[src/npi_pkg.sv]
// Shared types and constants for the nearest palette index block.
// Used by npi_dist, nearest_palette_index and the testbench.
`timescale 1ns / 1ps
`default_nettype none

package npi_pkg;

	// Parameter defaults
	localparam int PALETTE_ENTRIES_DEF = 256;
	localparam int CHANNEL_BITS_DEF    = 8;

	// Field widths fixed by the interface
	localparam int PSIZE_W = 9;
	localparam int DIST_W  = 10;

	// Output distance saturates here
	localparam logic [DIST_W-1:0] DIST_MAX = 10'd1023;

	// Luminance weights in thousandths and their divisor
	localparam logic [9:0] W_RED   = 10'd299;
	localparam logic [9:0] W_GREEN = 10'd587;
	localparam logic [9:0] W_BLUE  = 10'd114;
	localparam int         DIVISOR = 1000;

	// Input item kinds carried on tuser
	localparam logic ACT_WRITE = 1'b0;
	localparam logic ACT_PIXEL = 1'b1;

	// Configuration register indexes
	localparam logic CFG_PSIZE = 1'b0;
	localparam logic CFG_GREY  = 1'b1;

	// Control that travels with each palette read through the pipeline
	typedef struct packed {
		logic valid;
		logic last;
	} tag_t;

endpackage

`default_nettype wire

[src/npi_dist.sv]
// Three-stage distance pipeline: channel differences, weighted sum, divide by 1000 in luminance mode.
// Depends on npi_pkg for weights, divisor and the pipeline tag type.
`timescale 1ns / 1ps
`default_nettype none

module npi_dist import npi_pkg::*; #(
	parameter int CB    = CHANNEL_BITS_DEF,
	parameter int IDX_W = 8
) (
	input  wire logic            clk,
	input  wire logic            arst_n,
	input  wire logic            grey,
	input  wire tag_t            tag_in,
	input  wire logic [IDX_W-1:0] idx_in,
	input  wire logic [CB-1:0]   pix_r,
	input  wire logic [CB-1:0]   pix_g,
	input  wire logic [CB-1:0]   pix_b,
	input  wire logic [3*CB-1:0] entry,
	output tag_t                 tag_out,
	output logic [IDX_W-1:0]     idx_out,
	output logic [CB+1:0]        dist_out
);

	localparam int DW = CB + 2;
	localparam int WS = CB + 10;
	localparam int SH = WS + 10;
	localparam int PW = 2 * WS + 1;
	localparam logic [63:0] RECIP_FULL =
		((64'd1 << SH) + 64'(DIVISOR) - 64'd1) / 64'(DIVISOR);
	localparam logic [WS:0] RECIP = RECIP_FULL[WS:0];

	logic [CB-1:0]    ent_r, ent_g, ent_b;
	logic [CB-1:0]    dr_s2, dg_s2, db_s2;
	logic [WS-1:0]    sum_s3;
	logic [PW-1:0]    prod;
	logic [PW-SH-1:0] quot;
	tag_t             tag_s2, tag_s3, tag_s4;
	logic [IDX_W-1:0] idx_s2, idx_s3, idx_s4;
	logic [DW-1:0]    dist_s4;

	assign ent_r = entry[CB-1:0];
	assign ent_g = entry[2*CB-1:CB];
	assign ent_b = entry[3*CB-1:2*CB];

	// Carry control through the stages
	always_ff @(posedge clk or negedge arst_n) begin
		if (!arst_n) begin
			tag_s2 <= '0;
			tag_s3 <= '0;
			tag_s4 <= '0;
		end else begin
			tag_s2 <= tag_in;
			tag_s3 <= tag_s2;
			tag_s4 <= tag_s3;
		end
	end

	// Absolute channel differences
	always_ff @(posedge clk) begin
		dr_s2  <= (pix_r > ent_r) ? pix_r - ent_r : ent_r - pix_r;
		dg_s2  <= (pix_g > ent_g) ? pix_g - ent_g : ent_g - pix_g;
		db_s2  <= (pix_b > ent_b) ? pix_b - ent_b : ent_b - pix_b;
		idx_s2 <= idx_in;
	end

	// Plain or luminance weighted sum
	always_ff @(posedge clk) begin
		if (grey) begin
			sum_s3 <= WS'(dr_s2) * WS'(W_RED) + WS'(dg_s2) * WS'(W_GREEN)
				+ WS'(db_s2) * WS'(W_BLUE);
		end else begin
			sum_s3 <= WS'(dr_s2) + WS'(dg_s2) + WS'(db_s2);
		end
		idx_s3 <= idx_s2;
	end

	// Exact floor division by 1000 through a rounded-up reciprocal
	assign prod = PW'(sum_s3) * PW'(RECIP);
	assign quot = prod[PW-1:SH];

	always_ff @(posedge clk) begin
		dist_s4 <= grey ? DW'(quot) : DW'(sum_s3);
		idx_s4  <= idx_s3;
	end

	assign tag_out  = tag_s4;
	assign idx_out  = idx_s4;
	assign dist_out = dist_s4;

endmodule

`default_nettype wire

[config.mk]
export PLATFORM = sky130hd
export DESIGN_NAME = npi_dist
export DESIGN_NICKNAME = d
export VERILOG_FILES = /design/src/npi_pkg.sv /design/src/npi_dist.sv
export SDC_FILE = /design/constraint.sdc
export NUM_CORES = 1
export LEC_CHECK = 0
export ABC_AREA = 0
export BUFFER_PORTS_ARGS = -buffer_cell sky130_fd_sc_hd__clkbuf_2
export CAP_MARGIN = 15
export CORE_MARGIN = 1
export CORE_UTILIZATION = 55
export CTS_BUF_LIST = sky130_fd_sc_hd__clkbuf_4 sky130_fd_sc_hd__clkbuf_8
export CTS_CLUSTER_SIZE = 8
export DETAILED_ROUTE_END_ITERATION = 12
export MAX_ROUTING_LAYER = met4
export PLACE_DENSITY = 0.74
export SKIP_LAST_GASP = 1
export SLEW_MARGIN = 25
export SYNTH_ARGS = -nofsm -noshare
export SYNTH_HDL_FRONTEND = slang
export SYNTH_SLANG_ARGS = --single-unit
export TNS_END_PERCENT = 10
[constraint.sdc]
create_clock -name clk -period 13.9 [get_ports clk]
set_input_delay 2.78 -clock clk [delete_from_list [all_inputs] [get_ports clk]]
set_output_delay 2.78 -clock clk [all_outputs]
set_load 0.03 [all_outputs]
## Word-level counts from Yosys, hierarchy flattened

Cells that the tools add are included.

- Bits in registers: 82
- Input port bits: 61
- Output and inout port bits: 20
- Logic and storage cells: 37

- Add/subtract/negate cells: 10
- Multiply operators: 4
- Magnitude comparators: 3
- Muxes and demuxes: 5

Operators by type and width:

| operator | number |
|---|---|
| $sub 8x8->8 | 6 |
| $mul 18x17->35 const B | 1 |
| $gt 8x8->1 | 3 |
| $mux 8 | 3 |
| $add 17x18->18 | 1 |
| $add 18x15->18 | 1 |
| $mul 8x10->18 const B | 1 |
| $mux 18 | 1 |
| $mul 8x9->17 const B | 1 |
| $mul 8x6->14 const B | 1 |
| $add 9x8->10 | 1 |
| $add 8x8->9 | 1 |
| $mux 9 | 1 |

## Longest topological paths before layout

- Depth in word-level cells: 4
- Depth in mapped cells: 25
- Depth with buffers taken out: 25

## Worst setup path after synthesis

Ideal clock, no wire load.

- Path type: register -> register
- From: register db_s2[0]
- To: register sum_s3[16]
- Arrival time: 5835 ps
- Required time: 13772 ps
- Setup slack: 7938 ps
- Cell stages (with the launch flop): 23
- Path buffers: 0
- Clock period less this slack: 5962 ps
- Cell sequence: dfxtp_1 -> fa_1 -> inv_1 -> fa_1 -> inv_1 -> ha_1 -> ha_1 -> fa_1 -> xor2_1 -> ha_1 -> fa_1 -> inv_1 -> fa_1 -> fa_1 -> inv_1 -> ha_1 -> or3_1 -> o21ai_0 -> o31ai_1 -> o41ai_1 -> o21ai_1 -> xnor2_1 -> nor2_1

- Longest elaborated chain between the ends: 3

Ends and longest elaborated chain:

| element | RTL line | text |
|---|---|---|
| from (decl) | npi_dist.sv:33 | `logic [CB-1:0] dr_s2, dg_s2, db_s2;` |
| from (signal assigned) | npi_dist.sv:62 | `db_s2 <= (pix_b > ent_b) ? pix_b - ent_b : ent_b - pix_b;` |
| $mul 8x6->14 | npi_dist.sv:70 | `+ WS'(db_s2) * WS'(W_BLUE);` |
| $add 18x15->18 | npi_dist.sv:70 |  |
| $mux 18 | npi_dist.sv:68 | `if (grey) begin` |
| to (signal assigned) | npi_dist.sv:69 | `sum_s3 <= WS'(dr_s2) * WS'(W_RED) + WS'(dg_s2) * WS'(W_GREEN)` |
| to (signal assigned) | npi_dist.sv:72 | `sum_s3 <= WS'(dr_s2) + WS'(dg_s2) + WS'(db_s2);` |
| to (decl) | npi_dist.sv:34 | `logic [WS-1:0] sum_s3;` |

Every way passes these cells.
A chain may end at the register's enable or synchronous reset.

## Worst setup path in the final report

- From: register db_s2[1]
- To: register sum_s3[16]

The elaborated chain is that of the path after synthesis.

==> out/results.txt <==
Hold_ws - 0.3312 ns
NumNets Final - 1797
Critical path capture point type - register
Max_cap viols - 0
Yosys top cell area share - 0.3177
Crit path time final - 6.274 ns
Final core occ - 0.6018
RSZ-0062 raised after global routing - no
GRT overflow - 0
Ant diodes - 0
Top cells by area, synth - ha_1, fa_1, dfxtp_1
Synth area leader - ha_1
# hold bufs at CTS - 0
Vias in the first global route - 8356
Ys async rst share - 0.07317
Crit path arrival time - 6.54 ns
Total detailed-routing wirelength - 22440 um
H-tree depth - 3
CORE AREA - 21020 sq um
Detail Route Antenna Nets - 0
Register area share after synthesis - 0.1419
CTS max path bufs - 2
#FFs+latches synth - 82
Crit path max fanout - 5
GPL Wtd Cong - 0.9178
Setup violators final - 0
IO Pins - 81
Final Non-Filler Cells - 1584
Slowest stage delay, CP - 0.55 ns
Status - complete, no violations
Antenna violations before repair - 0
Area of the die - 22000 sq um
Initial Util - 0.5602
Tightest Pin Transition - 0.8825 ns
First-pass GRT wire length - 37650 um
Worst-Skew Late Latency - 0.39 ns
CP Launch Type - register
Setup TNS - 0 ns
Share of the clock period used by the worst path - 0.4514
Chip height - 148.3 um
Clk_skew - 0.02214 ns
Hpwl dp - 19620 um
Min-delay worst type - reg -> reg
Crit path kind - reg -> reg
Top_reg_cell synth - dfxtp_1
Crit-path cells - inv_1, fa_1, inv_1, fa_1, ha_1, fa_1, xor2_1, ha_1, fa_1, inv_1, fa_1, fa_1, inv_1, ha_1, or3_1, o21ai_0, o31ai_1, o41ai_1, o21ai_1, xnor2_1, nor2_1
Fmax - 159.4 MHz
Synth Net Count - 1718
Post-CTS sizing - 0
Slew Viols, Final - 0
Total Routing Usage GR - 0.2223
Synth warnings - 0
Required time worst endpoint - 14.16 ns
Routed WL per cell - 14.17 um
Clock sink total - 82
Vias per cell - 5.149
Final hold violations - 0
Total CTS buffers - 9
CTS clk-pin slew, worst paths - 0.09 ns
CTS root buf - clkbuf_8
DRT iter0 DRCs - 238
Unique cell type count in the Yosys netlist - 56
Vias after detailed routing - 8156
Area Growth Syn to Fin - 7.427%
Critical path's most frequent cell - fa_1
Pin count of the biggest net entering global routing - 27
Number of flops mapped to enable cells by yosys - 0
Post-Syn Area - 11780 sq um
CTS tree - done
DRC Markers - 0
Slowest-stage cell, CP - fa_1
Die Wd - 148.3 um
Port buffer count - 80
Share of cells above drive strength 1 - 0.08556
Dpl cells - 1568
Post-Syn Instances - 1225
Post-CTS setup buffers - 0
TritonRoute pass-1 iters - 4
Post-Syn Area per Cell - 9.613 sq um
Core Rows - 53
Relative slew slack - 0.4117
worst max-delay path, delay by kind of cell, from the launching register on:
| family | cells | cell delay, ns |
|---|---|---|
| adders and majority gates | 9 | 3.85 |
| AOI/OAI and AO/OA | 4 | 0.82 |
| DFF | 1 | 0.47 |
| and+or+nand+nor | 2 | 0.42 |
| xor gates and xnor gates | 2 | 0.33 |
| buffers and inverters | 4 | 0.24 |
synthesized netlist by cell type, types with 8 or more instances:
| cell | number |
|---|---|
| inv_1 | 335 |
| ha_1 | 299 |
| fa_1 | 133 |
| dfxtp_1 | 76 |
| a21oi_1 | 53 |
| o21ai_0 | 35 |
| nand2_1 | 31 |
| xnor2_1 | 31 |
| a21o_1 | 28 |
| nor2_1 | 24 |
| o21a_1 | 19 |
| xor2_1 | 16 |
| nor2b_1 | 15 |
| mux2i_1 | 12 |
| nand4_1 | 9 |
| mux2_2 | 8 |
metrics by stage:
stage	area (sq um)	worst slack, ns
final	12650	7.626
after global routing	12650	7.291
after CTS	12650	7.618
after detailed placement	12470	7.613
after global placement	12470	7.721
after floorplan	11780	7.938
flip-flops by register name, summed over array words and instances, names as in the netlist:
signal	flops
dist_out	10
sum_s3	18
db_s2	8
tag_s3	2
tag_s2	2
idx_out	8
dr_s2	8
tag_out	2
dg_s2	8
idx_s3	8
idx_s2	8
layer usage:
layer / GRT usage / wire (um) / share of wire
met1: 0.2664 / 10180 / 0.45
met2: 0.3944 / 11270 / 0.50
met3: 0.02546 / 573 / 0.026
met4: 0.05979 / 414 / 0.018
met5: - / 0 / 0
cell usage in the layout, fill, tap and decap left out, drive strengths merged, types with 9 or more instances in the layout:
cell    instances
fa            133
nor2b          15
xnor2          31
clkbuf         90
o21ai          38
mux2i          12
nor2           24
nand2          31
a21oi          53
mux2            9
ha            299
xor2           16
nand4           9
dfxtp          76
o21a           19
inv           338
a21o           28
kinds of logic after synthesis:
family / after synthesis / synth area share
adders and majority gates: 432 / 0.5438
and+or+nand+nor: 115 / 0.04983
buffers and inverters: 349 / 0.1120
muxes: 21 / 0.01881
DFF: 82 / 0.1419
AOI/OAI and AO/OA: 179 / 0.09871
xor gates and xnor gates: 47 / 0.03495
final timing paths:
| check | start | to | slack [ns] | cells past startpoint |
|---|---|---|---|---|
| setup / recovery | db_s2[1] | sum_s3[16] | 7.63 | 21 |
| hold / removal | idx_s2[6] | idx_s3[6] | 0.33 | 0 |
| setup reg to reg | db_s2[1] | sum_s3[16] | 7.63 | 21 |
| hold reg to reg | idx_s2[6] | idx_s3[6] | 0.33 | 0 |
| max in group asynchronous | arst_n | tag_out[0] | 11.54 | 1 |
| min in group asynchronous | arst_n | tag_s3[0] | 2.21 | 1 |
area by class of cell:
class	count	area, sq um
multi-input combinational	794	8786
fill	1815	8371
sequential	82	1672
inverter	336	1261
timing repair buffer	81	407.9
tap	275	344.1
clock buffer	10	131.4
clock inverter	6	48.80
Power is left out: the tool's default activity adds up to more than one toggle a clock period on the data nets, which glitch-free logic cannot reach.
